### config.mk
export PLATFORM = sky130hd
export DESIGN_NAME = v0k_mul
export DESIGN_NICKNAME = d
export VERILOG_FILES = /design/src/hdl/v0k_pkg.sv /design/src/hdl/v0k_mul.sv
export SDC_FILE = /design/constraint.sdc
export NUM_CORES = 2
export LEC_CHECK = 0
export BUFFER_PORTS_ARGS = -buffer_cell sky130_fd_sc_hd__buf_2
export CAP_MARGIN = 20
export CORE_MARGIN = 2
export CORE_UTILIZATION = 60
export CTS_CLUSTER_DIAMETER = 200
export DETAILED_ROUTE_END_ITERATION = 8
export PLACE_DENSITY = 0.8
export SKIP_CTS_REPAIR_TIMING = 1
export SYNTH_ARGS = -nofsm -noshare
export SYNTH_HDL_FRONTEND = slang
export SYNTH_SLANG_ARGS = --single-unit
### constraint.sdc
create_clock -name clk -period 9.53 [get_ports clk]
set_input_delay 2.859 -clock clk [delete_from_list [all_inputs] [get_ports clk]]
set_output_delay 2.859 -clock clk [all_outputs]
set_load 0.02 [all_outputs]
### src/hdl/v0k_pkg.sv
`default_nettype none
package v0k_pkg;
    localparam int MASS_W = 17;
    localparam int CFG_IW = 1;

    localparam logic [CFG_IW-1:0] REG_PION_MASS   = 1'b0;
    localparam logic [CFG_IW-1:0] REG_PROTON_MASS = 1'b1;

    localparam logic [MASS_W-1:0] PION_MASS_RST   = 17'd9147;
    localparam logic [MASS_W-1:0] PROTON_MASS_RST = 17'd61491;

    // multiplier chunk width and pipeline depth
    localparam int MUL_CW  = 32;
    localparam int MUL_LAT = 5;

    typedef logic signed [31:0] mom_t;

    typedef struct packed {
        logic ovf;
        logic neg;
    } alpha_flag_t;
endpackage
`default_nettype wire

### src/hdl/v0k_mul.sv
`default_nettype none
module v0k_mul
    import v0k_pkg::*;
#(
    parameter int W = 32
)(
    input  wire                   clk,
    input  wire                   en,
    input  wire signed [W-1:0]    a,
    input  wire signed [W-1:0]    b,
    output logic signed [2*W-1:0] p
);
    localparam int NC = (W + MUL_CW - 1) / MUL_CW;
    localparam int PW = NC * MUL_CW;

    logic [W-1:0]          a_mag;
    logic [W-1:0]          b_mag;
    logic [PW-1:0]         a_reg;
    logic [PW-1:0]         b_reg;
    logic [2*MUL_CW-1:0]   pp_reg   [NC][NC];
    logic [2*PW-1:0]       row_reg  [NC];
    logic [2*PW-1:0]       row_next [NC];
    logic [2*PW-1:0]       sum_reg;
    logic [2*PW-1:0]       sum_next;
    logic [3:0]            neg_reg;
    logic signed [2*W-1:0] p_reg;

    assign a_mag = a[W-1] ? $unsigned(-a) : $unsigned(a);
    assign b_mag = b[W-1] ? $unsigned(-b) : $unsigned(b);

    // partial products of 32-bit chunks, summed per row, then overall
    always_comb
    begin
        for (int i = 0; i < NC; i++)
        begin
            row_next[i] = '0;
            for (int j = 0; j < NC; j++)
            begin
                row_next[i] = row_next[i] + ((2*PW)'(pp_reg[i][j]) << (MUL_CW * (i + j)));
            end
        end
        sum_next = '0;
        for (int i = 0; i < NC; i++)
        begin
            sum_next = sum_next + row_reg[i];
        end
    end

    always_ff @(posedge clk)
    begin
        if (en)
        begin
            a_reg   <= PW'(a_mag);
            b_reg   <= PW'(b_mag);
            neg_reg <= {neg_reg[2:0], a[W-1] ^ b[W-1]};
            for (int i = 0; i < NC; i++)
            begin
                for (int j = 0; j < NC; j++)
                begin
                    pp_reg[i][j] <= a_reg[i*MUL_CW +: MUL_CW] * b_reg[j*MUL_CW +: MUL_CW];
                end
                row_reg[i] <= row_next[i];
            end
            sum_reg <= sum_next;
            p_reg   <= neg_reg[3] ? -$signed(sum_reg[2*W-1:0]) : $signed(sum_reg[2*W-1:0]);
        end
    end

    assign p = p_reg;
endmodule
`default_nettype wire

* Yosys cells after proc, flatten, opt, wreduce, memory -nomap -nowiden
Memory sizes are Yosys's and may differ from the RTL's. A register that Yosys moved wholly into a read port is not among the register bits.
Cells that the tools add are included.
** Word-level totals
- Register bits :: 132
- Memory bits (writable) :: 128
- Bits of input ports :: 66
- Output and inout port bits :: 64
- Logic and storage cells :: 18
- Memories kept :: 2
** Operators by class
- Add/sub/neg operators :: 3
- Multiply operators :: 1
- Multiplexer cells :: 5
- Bitwise operators :: 1
** Memories
- pp_reg :: depth 1, width 64, read ports 1, clocked after Yosys merged registers in 0, write ports 1, RTL line v0k_mul.sv:20 : logic [2*MUL_CW-1:0] pp_reg [NC][NC];
- row_reg :: depth 1, width 64, read ports 1, clocked after Yosys merged registers in 1, write ports 1, RTL line v0k_mul.sv:21 : logic [2*PW-1:0] row_reg [NC];
** Operators with widths (number)
- multiplier 32 x 32 -> 64 bit :: 1
- two-way mux 64 bit :: 1
- negator 32 bit :: 2
- negator 64 bit :: 1
- two-way mux 31 bit :: 2
- two-way mux 1 bit :: 2
- XOR 1 bit :: 1

* Logic depth before layout (Yosys ltp)
- Depth after elaboration :: 2
- Depth in mapped cells :: 27
- Depth with buffers taken out :: 25

* Worst setup path after synthesis
No wires, ideal clock.
- Path kind :: reg2reg
- From :: reg a_reg[26]
- To :: mem pp_reg[0][57] in the netlist's numbering (data pin)
- Setup time :: 260 ps
- Arrival time :: 7062 ps
- Required time :: 9270 ps
- Path slack :: 2208 ps
- Cell stages (with the launch flop) :: 25
- Path buffers :: 2
- Path through :: edfxtp_1 clkbuf_1 and2_1 fa_1 fa_1 inv_1 fa_1 fa_1 inv_1 fa_1 fa_1 fa_1 inv_1 fa_1 inv_1 ha_1 clkbuf_1 nand4_1 nor3_1 nor4b_1 a21oi_1 o41a_1 o21ai_1 a41oi_1 xnor2_1
** Between the ends
- Cells in the longest elaborated chain, start to end :: 1
** Ends and longest elaborated chain
- start, declared :: RTL line v0k_mul.sv:18 : logic [PW-1:0] a_reg;
- start signal, assigned :: RTL line v0k_mul.sv:53 : a_reg <= PW'(a_mag);
- multiplier 32 x 32 -> 64 bit :: RTL line v0k_mul.sv:60 : pp_reg[i][j] <= a_reg[i*MUL_CW +: MUL_CW] * b_reg[j*MUL_CW +: MUL_CW];
- end, declared :: RTL line v0k_mul.sv:20
No other way between the ends.

* Final worst setup path
- From :: reg a_reg[23]
- To :: mem pp_reg[0][57] in the netlist's numbering (data pin)
Same word-level chain as after synthesis.

==> flow_metrics.py <==
metrics = {
    "timing": {
        "worstMarginPinSlew_ns": 1.21,
        "tns_ns": 0,
        "setup_viol": 0,
        "finClkSkew_ns": 0.0381,
        "min_period_ns": 8.69,
        "worst_hold_slack_ns": 0.415,
        "slew_headroom": 0.192,
        "hold_violations": 0,
        "rsz0062_at_grt": "no",
        "fmax_mhz": 115,
        "drv_slew": 0,
        "period_share": 0.912,
    },
    "die": {
        "fp-row-count": 101,
        "core_area_um2": 75600,
        "dieHeight_um": 280,
        "dieWidth_um": 280,
        "start_util": 0.604,
        "die-area_um2": 78300,
        "ios": 130,
    },
    "clocking": {
        "clockRootBuffer": "clkbuf_16",
        "clockBufferDepth": 3,
        "clk_latency_ns": 0.56,
        "clock_sinks": 324,
        "cts_tree": "built",
        "cts_buffers": 35,
        "cts.clk_slew.worst_paths_ns": 0.06,
        "htree_levels": 2,
    },
    "place": {
        "gp_congestion": 0.970,
        "dp_hpwl_mm": 86.8,
        "detailed_place.area_um2": 47200,
        "portBuffers": 129,
        "dp_cells": 5301,
    },
    "logic_synthesis": {
        "synth-simple-area-share": 0.150,
        "synth_top_family_by_area": "adder cells",
        "synth_common_cells": "fa_1, inv_1, and2_1",
        "synth-compound-area-share": 0.0450,
        "yosysTopAreaCell": "fa_1",
        "synth_area_um2": 45600,
        "seq_area_frac_synth": 0.213,
        "synth.most_common_cell": "fa_1",
        "ys_ff_latch": 324,
        "synth.top_cell.area_share": 0.393,
        "syn_inst": 4368,
        "muxShareOfSynthArea": 0.000439,
        "synth_nets": 5596,
        "yosys.area_share.adder": 0.466,
        "synth_cell_types": 70,
        "synth-edff-count": 324,
        "ys.flop_type": "edfxtp_1",
        "syn_avg_cell_area_um2": 10.5,
        "async_flop_share": 0,
        "yosys_warnings": 0,
        "synth.area.top_cells": "fa_1, edfxtp_1, and2_1",
        "synth_xor_area_frac": 0.0347,
    },
    "routing": {
        "routedWlPerCell_um": 20.5,
        "dr_wl_met2_mm": 48.8,
        "vias_per_cell": 5.72,
        "dr.pass1.iters": 7,
        "via_count": 30700,
        "drc": 0,
        "routed_wl_mm": 110,
        "wl_met1_mm": 43.9,
        "detail-route-antenna-nets": 0,
        "routed.top_layer": "met5",
        "drt_iter0_markers": 2875,
        "dr_wl_met3_mm": 13.2,
    },
    "layout": {
        "post_layout_nonfiller_instances": 5367,
        "synthToLayoutAreaGrowth_pct": 5.98,
        "drive_gt1_frac": 0.0631,
        "nNetsFinal": 5591,
        "design_area_um2": 48400,
        "nFillCells": 5946,
    },
    "worst_setup_path": {
        "arrival_ns": 8.97,
        "critPathLaunchType": "flip-flop",
        "path_max_fanout": 19,
        "criticalPathCategory": "flip-flop to flip-flop",
        "r2r_start": "a_reg[23]$_DFFE_PP_",
        "max_stage_delay_ns": 0.96,
        "cp-end-kind": "flip-flop",
        "crit_path_cell_trace": "buf_4 > and2_1 > fa_1 > fa_1 > fa_1 > inv_1 > fa_1 > inv_1 > fa_1 > fa_1 > fa_1 > fa_1 > ha_1 > nand4_1 > nor3_1 > nor4b_1 > a21oi_1 > o41a_1 > o21ai_1 > a41oi_1 > xnor2_1",
        "critPathBufInv": 3,
        "crit_family": "adder cells",
        "crit_top_cell": "fa_1",
        "cp-startpoint": "a_reg[23]$_DFFE_PP_",
        "cp.required_ns": 9.80,
        "crit_slowest_cell": "edfxtp_1",
    },
    "worst_hold_path": {
        "min_path_type": "flip-flop to flip-flop",
        "hold_start": "row_reg[0][6]$_DFFE_PP_",
    },
    "run_status": {
        "outcome": "completed",
    },
    "job": {
        "drv_cap": 0,
    },
    "global_route": {
        "grtUsageTotal": 0.293,
        "grt_pass1_wl_mm": 177,
        "antenna_found_initial": 2,
        "grt_overflow": 0,
        "grt_max_degree": 192,
        "grt_pass1_vias": 32700,
    },
}
## logic make-up (layout without fill, tap and decap cells)
group / count (synthesis) / count (layout)
DFF: 324 / 324
and+or+nand+nor: 1289 / 1289
muxes: 2 / 2
xor gates and xnor gates: 181 / 181
AOI/OAI and AO/OA: 310 / 310
other: 0 / 2
buffers and inverters: 1100 / 1119
adders and majority gates: 1162 / 1162
## final cells by class
cell class | instances | area [µm²] | share of cell area
diodes | 2 | 5.00 | 0.000103
clock buffers | 38 | 887 | 0.0183
clock inverters | 23 | 249 | 0.00515
inverters | 862 | 3240 | 0.0669
multi-input cells | 2944 | 31800 | 0.657
flip-flops and latches | 324 | 9730 | 0.201
well taps | 978 | 1220 | 0.0253
repair buffers | 196 | 1260 | 0.0260
## metal layers
metal  up-vias  global-route usage
li1      13300                   -
met1     15400               0.407
met2      1682               0.448
met3       297              0.0861
met4         4              0.0968
met5         -                   0
## worst paths after layout
check,endpoint,slack [ns],cells past startpoint
worst max-delay path,pp_reg[0][57]$_DFFE_PP_,0.84,21
worst max register to register,pp_reg[0][57]$_DFFE_PP_,0.84,21
worst min-delay path,sum_reg[6]$_DFFE_PP_,0.41,0
worst min register to register,sum_reg[6]$_DFFE_PP_,0.41,0
## worst register-to-register path, delay by kind of cell (launching register included)
kind	cells	cell delay, ns
xor gates and xnor gates	1	0.17
DFF	1	0.96
adders and majority gates	9	4.50
buffers and inverters	3	0.57
and+or+nand+nor	4	1.02
AOI/OAI and AO/OA	4	1.20
## stage by stage
stage,setup slack [ns],utilization
final,0.837,0.640
after global routing,0.591,0.640
after CTS,1.02,0.639
after detailed placement,1.04,0.624
after global placement,1.12,0.623
after floorplan,2.21,-
## layout by cell type (no fill, tap or decap), drive strengths merged, types with 11 or more instances in the layout
| master | n |
|---|---|
| fa | 896 |
| inv | 865 |
| and2 | 633 |
| nand2 | 486 |
| edfxtp | 324 |
| ha | 266 |
| buf | 196 |
| xnor2 | 146 |
| a21oi | 83 |
| o21ai | 66 |
| o31ai | 41 |
| clkbuf | 38 |
| xor2 | 35 |
| a21o | 34 |
| nor2 | 34 |
| nand4 | 23 |
| or3 | 19 |
| o41ai | 18 |
| or4 | 16 |
| clkinv | 15 |
| nand3 | 14 |
| nor3 | 14 |
| nand2b | 12 |
| a31oi | 11 |
| o21bai | 11 |
Power is not shown: default switching activity piles up to over one toggle a cycle in this logic, so the estimate is an artifact.
