<file path="config.mk">
export PLATFORM = sky130hd
export DESIGN_NAME = v0k_sqrt
export DESIGN_NICKNAME = d
export VERILOG_FILES = /design/src/hdl/v0k_sqrt.sv
export SDC_FILE = /design/constraint.sdc
export NUM_CORES = 2
export LEC_CHECK = 0
export BUFFER_PORTS_ARGS = -buffer_cell sky130_fd_sc_hd__buf_2
export CAP_MARGIN = 10
export CORE_MARGIN = 8
export CORE_UTILIZATION = 60
export CTS_BUF_LIST = sky130_fd_sc_hd__clkbuf_16
export DETAILED_ROUTE_END_ITERATION = 10
export PLACE_DENSITY = 0.86
export SETUP_SLACK_MARGIN = 0.2
export SYNTH_ARGS = -nofsm -noshare
export SYNTH_HDL_FRONTEND = slang
export SYNTH_MEMORY_MAX_BITS = 65536
export SYNTH_SLANG_ARGS = --single-unit
</file>
<file path="constraint.sdc">
create_clock -name clk -period 4.77 [get_ports clk]
set_clock_uncertainty 0.05 [all_clocks]
set_input_delay 0.2385 -clock clk [delete_from_list [all_inputs] [get_ports clk]]
set_output_delay 0.2385 -clock clk [all_outputs]
set_load 0.05 [all_outputs]
</file>
<file path="src/hdl/v0k_sqrt.sv">
`default_nettype none
module v0k_sqrt #(
    parameter int WI = 64
)(
    input  wire                    clk,
    input  wire                    en,
    input  wire [WI-1:0]           x,
    output logic [(WI+1)/2-1:0]    root
);
    localparam int WO = (WI + 1) / 2;
    localparam int RW = WO + 2;

    logic [2*WO-1:0] x_reg     [WO];
    logic [RW-1:0]   rem_reg   [WO];
    logic [WO-1:0]   root_reg  [WO];
    logic [2*WO-1:0] x_next    [WO];
    logic [RW-1:0]   rem_next  [WO];
    logic [WO-1:0]   root_next [WO];
    logic [2*WO-1:0] x_in      [WO];
    logic [RW-1:0]   rem_in    [WO];
    logic [WO-1:0]   root_in   [WO];
    logic [RW-1:0]   rin       [WO];
    logic [RW-1:0]   trial     [WO];

    // one root bit per stage
    always_comb
    begin
        for (int k = 0; k < WO; k++)
        begin
            if (k == 0)
            begin
                x_in[k]    = (2*WO)'(x);
                rem_in[k]  = '0;
                root_in[k] = '0;
            end
            else
            begin
                x_in[k]    = x_reg[k-1];
                rem_in[k]  = rem_reg[k-1];
                root_in[k] = root_reg[k-1];
            end
            rin[k]   = {rem_in[k][RW-3:0], x_in[k][2*WO-1 -: 2]};
            trial[k] = {root_in[k], 2'b01};
            if (rin[k] >= trial[k])
            begin
                rem_next[k]  = rin[k] - trial[k];
                root_next[k] = {root_in[k][WO-2:0], 1'b1};
            end
            else
            begin
                rem_next[k]  = rin[k];
                root_next[k] = {root_in[k][WO-2:0], 1'b0};
            end
            x_next[k] = {x_in[k][2*WO-3:0], 2'b00};
        end
    end

    always_ff @(posedge clk)
    begin
        if (en)
        begin
            for (int k = 0; k < WO; k++)
            begin
                x_reg[k]    <= x_next[k];
                rem_reg[k]  <= rem_next[k];
                root_reg[k] <= root_next[k];
            end
        end
    end

    assign root = root_reg[WO-1];
endmodule
`default_nettype wire

</file>
# == Word level (Yosys, flattened, before mapping) ==
# Memories as Yosys holds them, arrays and structs flattened.
# Index checks and enable logic that the tools add are counted.
# op_classes
addsub,32
n_mux,66
order_cmp,32
# ops
cell,n
two-way mux 34 bit,32
>= comparator 34 bit,31
subtractor 34 bit,31
two-way mux 1 bit,34
"subtractor 2 x 1 -> 3 bit, second input constant",1
">= comparator 2 x 1 -> 1 bit, second input constant",1
# word_totals
output_inout_bits,32
in_bits,66
reg_bits,0
memories,3
ramBits,4096
# memory_table
memory,depth,width,read_ports,rd_ports_with_merged_regs,write_ports,line_no,text
x_reg,32,62,31,0,32,13,logic [2*WO-1:0] x_reg [WO];
rem_reg,32,34,31,0,32,14,logic [RW-1:0] rem_reg [WO];
root_reg,32,32,32,0,32,15,logic [WO-1:0] root_reg [WO];

# == Depth between registers and ports, before layout ==
# An unclocked memory read counts as a cell.
# depth
ltp_word,3
depth_mapped,16

# == Worst setup path before layout ==
# No wires, ideal clock.
# synth_timing
path_kind,flip-flop to flip-flop
startpoint,memory rem_reg[1][340] (netlist bit)
endpoint,memory rem_reg[1][391] (netlist bit) (data pin)
path_buffers,1
required_ps,4460
t_arrival_ps,3030
path_stages_with_launch,13
slack_ps,1431
synth_period_minus_slack_ps,3339
cell_sequence,edfxtp_1 ha_1 nor2b_1 o31ai_1 a21oi_1 o41ai_2 o211ai_1 a2111oi_0 o211ai_1 nor2_1 inv_2 clkbuf_1 mux2_2
# synth_rtl
item,line_no
start: declaration,14

==> results.rst <==
.. list-table::
   :header-rows: 1

   * - Metric
     - Value
   * - Setup Fix Bufs, Post-CTS
     - 0
   * - Number of flip-flops and latches in the synthesized netlist
     - roughly 2500
   * - Slew at the pin closest to its max-slew limit
     - approximately 1200 ps
   * - Cell Area, Placed
     - about 120000 um2
   * - Maximum number of pins on one net before global-route repair
     - between 150 and 200
   * - Unrepaired setup endpoints after global routing
     - no
   * - Final-report hold violation count
     - 0
   * - Global routing usage summed across all routing layers
     - 0.220
   * - Gr ovfl total
     - 0
   * - Critical path required time
     - between 5000 and 6000 ps
   * - Initial antenna violation count
     - 3
   * - Max Clk Rate
     - about 230 MHz
   * - DRT iter0 DRCs
     - 5682
   * - Post-synth cell types
     - about 110
   * - Share of cells above drive strength 1
     - 0.0742
   * - Primary flip-flop cell chosen by synthesis mapping
     - sky130_fd_sc_hd__edfxtp_1
   * - Relative slew slack
     - 0.222
   * - CTS clock-pin slew for the worst setup and hold paths
     - about 70 ps
   * - Number of H-tree levels
     - 4
   * - Via-to-Cell Ratio
     - 5.93
   * - Vias in the first global route
     - about 70000
   * - Vertical die dimension
     - approximately 450 um
   * - Total of endpoints with negative setup slack in the final report
     - 0
   * - Total Power
     - 60.9 mW
   * - Final period util
     - 0.900
   * - Synth Cell Area
     - ~110000 um2
   * - Post-route DRC violation count
     - 0
   * - Met3 WL post-DR
     - 11400 um
   * - Chip width
     - approximately 450 um
   * - Post-synthesis async set-or-reset flop share
     - 0
   * - Area growth from synthesis to layout
     - 11.1%
   * - Largest voltage drop on the vdd net
     - a little over 400 uV
   * - Detailed-route wire length per cell
     - about 20 um
   * - Detailed Route WL
     - 230000 um
   * - Pwr/cell area
     - 482 nW/um2
   * - Routed met1 length
     - 89100 um
   * - Arrival time reported for the critical path endpoint
     - ~5000 ps
   * - Finished Cell Area
     - about 130000 um2
   * - Post-synth EDFFs
     - between 2000 and 2500
   * - Slew Limit Fails
     - 0
   * - Number of instances in the synthesized netlist
     - around 8700
   * - Worst setup EP type
     - flop
   * - Number of rows created at floorplan
     - between 150 and 200
   * - Die footprint
     - roughly 200000 um2
   * - Met2 wirelength from detailed routing
     - between 100000 and 150000 um
   * - Number of flip-flops under the largest register name
     - just under 1000
   * - Number of I/O port buffers
     - 97
   * - Skew-Pair Late Insertion Delay
     - 890 ps
   * - Number of cells on the worst hold path
     - 2
   * - CTS sink cnt
     - approximately 2500
   * - Avg Synthesized Cell Area
     - 13.1 um2
   * - Gpl congestion
     - roughly 0.92
   * - Shortest period the worst path allows
     - between 4000 and 5000 ps
   * - First-pass iteration count of the detailed router
     - 6
   * - Number of top-level pins
     - 98
   * - First-pass GRT wire length
     - 366000 um
   * - Highest layer used for signal routing
     - met5
   * - Crit start category
     - flop
   * - Post-layout net count
     - 9661
   * - Portion of the post-synthesis area used by sequential elements
     - 0.651
   * - Inserted Clock Buffers
     - ~240
   * - Maximum buffer depth of the clock tree
     - 3
   * - Total of max-cap violations
     - 0
   * - Number of warnings issued by yosys
     - 0
   * - Outcome
     - complete, no violations
   * - Synthesized net count
     - between 9000 and 10000
   * - Cell breakdown of the critical path
     - inv_1, ha_1, nor2b_1, o31ai_1, a21oi_1, o41ai_4, o211ai_1, a2111oi_0, o211ai_1, nor2_1, inv_2, mux2_2
   * - Post-detailed-route count of antenna-violating nets
     - 0
   * - Via count
     - between 60000 and 70000
   * - Worst setup slack before clock tree synthesis
     - between 400 and 500 ps
   * - Path category of the worst min-delay check
     - primary input to flop
   * - HPWL after detailed placement
     - between 150000 and 200000 um
   * - WS Path Type
     - flop to flop
   * - Library cell used as clock root buffer
     - sky130_fd_sc_hd__clkbuf_16
   * - Biggest cell delay along the critical path
     - just over 600 ps
   * - Aggregate negative setup slack
     - 0 ps
   * - Worst Hold Margin
     - 56.1 ps
   * - Final setup margin
     - approximately 480 ps
   * - Static Leak
     - between 40 and 50 nW
   * - Starting density of the core
     - 0.605
   * - Largest driver fanout on the critical path
     - 39
   * - Most repeated library cell on the critical path
     - sky130_fd_sc_hd__o211ai_1
   * - Core area
     - approximately 190000 um2
   * - Worst reg-to-reg path cell count
     - 12
   * - Cell at the slowest stage of the critical path
     - sky130_fd_sc_hd__a2111oi_0
   * - CTS tree
     - yes
[cell usage after synthesis (76+ instances only)]
cell type	instances	share of area
sky130_fd_sc_hd__ha_1	561	0.062
sky130_fd_sc_hd__nor2_1	581	0.019
sky130_fd_sc_hd__nand3_1	122	0.0054
sky130_fd_sc_hd__inv_1	710	0.023
sky130_fd_sc_hd__or3_1	80	0.0044
sky130_fd_sc_hd__nand4_1	95	0.0052
sky130_fd_sc_hd__o21ai_0	425	0.019
sky130_fd_sc_hd__nor3_1	203	0.0089
sky130_fd_sc_hd__xnor2_1	394	0.030
sky130_fd_sc_hd__o21a_1	109	0.0072
sky130_fd_sc_hd__nor4_1	84	0.0046
sky130_fd_sc_hd__edfxtp_1	2465	0.65
sky130_fd_sc_hd__clkbuf_1	122	0.0040
sky130_fd_sc_hd__mux2_2	76	0.0075
sky130_fd_sc_hd__nand2b_1	114	0.0063
sky130_fd_sc_hd__a21o_1	221	0.015
sky130_fd_sc_hd__xor2_1	386	0.030
sky130_fd_sc_hd__nand2_1	525	0.017
sky130_fd_sc_hd__a21oi_1	533	0.023
[cell type report]
class | count | area [um2]
tap | 2495 | 3120
sequential | 2465 | 74000
fill | 12500 | 61600
antenna | 1 | 2.50
clock inverter | 198 | 1710
clock buffer | 236 | 5910
timing repair buffer | 287 | 2460
multi-input combinational | 5329 | 36500
inverter | 715 | 2680
[per-layer routing]
layer,vias to the layer above,global-route usage
li1,32800,-
met1,33700,0.261
met2,2396,0.403
met3,697,0.0310
met4,4,0.0885
met5,-,0
[power by group]
part / switching [mW] / internal [mW] / total [mW]
Sequential: 1.90 / 27.6 / 29.5
Clock: 8.11 / 10.1 / 18.2
Combinational: 7.68 / 5.60 / 13.3
Total: 17.7 / 43.2 / 60.9
[cells by family (layout without fill, tap and decap cells)]
kind of cell,Yosys count,count (layout),synth area share
flip-flops,2465,2465,0.651
XOR/XNOR,780,780,0.0601
adder cells (fa/ha/maj),561,561,0.0617
multiplexers,87,87,0.00850
AND/OR/NAND/NOR,2162,2162,0.0939
buffers and inverters,871,1436,0.0291
other,1,2,0.0000330
AO/OA/AOI/OAI,1738,1738,0.0957
[through the flow]
step,cells,utilization
after floorplan,8665,-
after global placement,11200,0.625
after detailed placement,11200,0.625
after CTS,11700,0.672
after global routing,11700,0.672
final,11700,0.672
[critical path, delay by kind of cell, from the launching register on]
| kind | cells | cell delay, ps |
|---|---|---|
| DFF | 1 | 390 |
| adders and majority gates | 1 | 270 |
| muxes | 1 | 370 |
| and+or+nand+nor | 2 | 550 |
| buffers and inverters | 2 | 440 |
| AOI/OAI and AO/OA | 6 | 1990 |
[cells in the final DEF (no fill, tap or decap), types with 38 or more instances in the layout]
cell and instances:
sky130_fd_sc_hd__a211oi_1 42, sky130_fd_sc_hd__a21o_1 221, sky130_fd_sc_hd__a21oi_1 532, sky130_fd_sc_hd__a31oi_1 42, sky130_fd_sc_hd__and3_1 49, sky130_fd_sc_hd__buf_2 96
sky130_fd_sc_hd__buf_4 54, sky130_fd_sc_hd__clkbuf_16 236, sky130_fd_sc_hd__clkinv_1 63, sky130_fd_sc_hd__clkinv_2 38, sky130_fd_sc_hd__dlygate4sd3_1 117, sky130_fd_sc_hd__edfxtp_1 2465
sky130_fd_sc_hd__ha_1 561, sky130_fd_sc_hd__inv_1 749, sky130_fd_sc_hd__mux2_2 76, sky130_fd_sc_hd__nand2_1 525, sky130_fd_sc_hd__nand2b_1 114, sky130_fd_sc_hd__nand3_1 122
sky130_fd_sc_hd__nand4_1 95, sky130_fd_sc_hd__nor2_1 580, sky130_fd_sc_hd__nor2b_1 70, sky130_fd_sc_hd__nor3_1 203, sky130_fd_sc_hd__nor4_1 84, sky130_fd_sc_hd__o21a_1 109
sky130_fd_sc_hd__o21ai_0 425, sky130_fd_sc_hd__o21bai_1 48, sky130_fd_sc_hd__o31ai_1 54, sky130_fd_sc_hd__or2_2 46, sky130_fd_sc_hd__or3_1 80, sky130_fd_sc_hd__or4_1 52
sky130_fd_sc_hd__xnor2_1 394, sky130_fd_sc_hd__xor2_1 386
[timing repair]
action | CTS | global route
resized for setup | 0 | 1
hold buffers | 117 | 0
hold endpoints to repair | 140 | 0
setup endpoints to repair | 0 | 16
[worst paths after layout]
check | startpoint | endpoint | slack, ps
worst max-delay path | root_reg[1][320]$_DFFE_PP_ | rem_reg[1][398]$_DFFE_PP_ | 480
worst max register to register | root_reg[1][320]$_DFFE_PP_ | rem_reg[1][398]$_DFFE_PP_ | 480
worst min register to register | x_reg[1][47]$_DFFE_PP_ | x_reg[1][111]$_DFFE_PP_ | 350
worst min-delay path | x[13] | x_reg[0][13]$_DFFE_PP_ | 60
(Power assumes the default switching activity.)
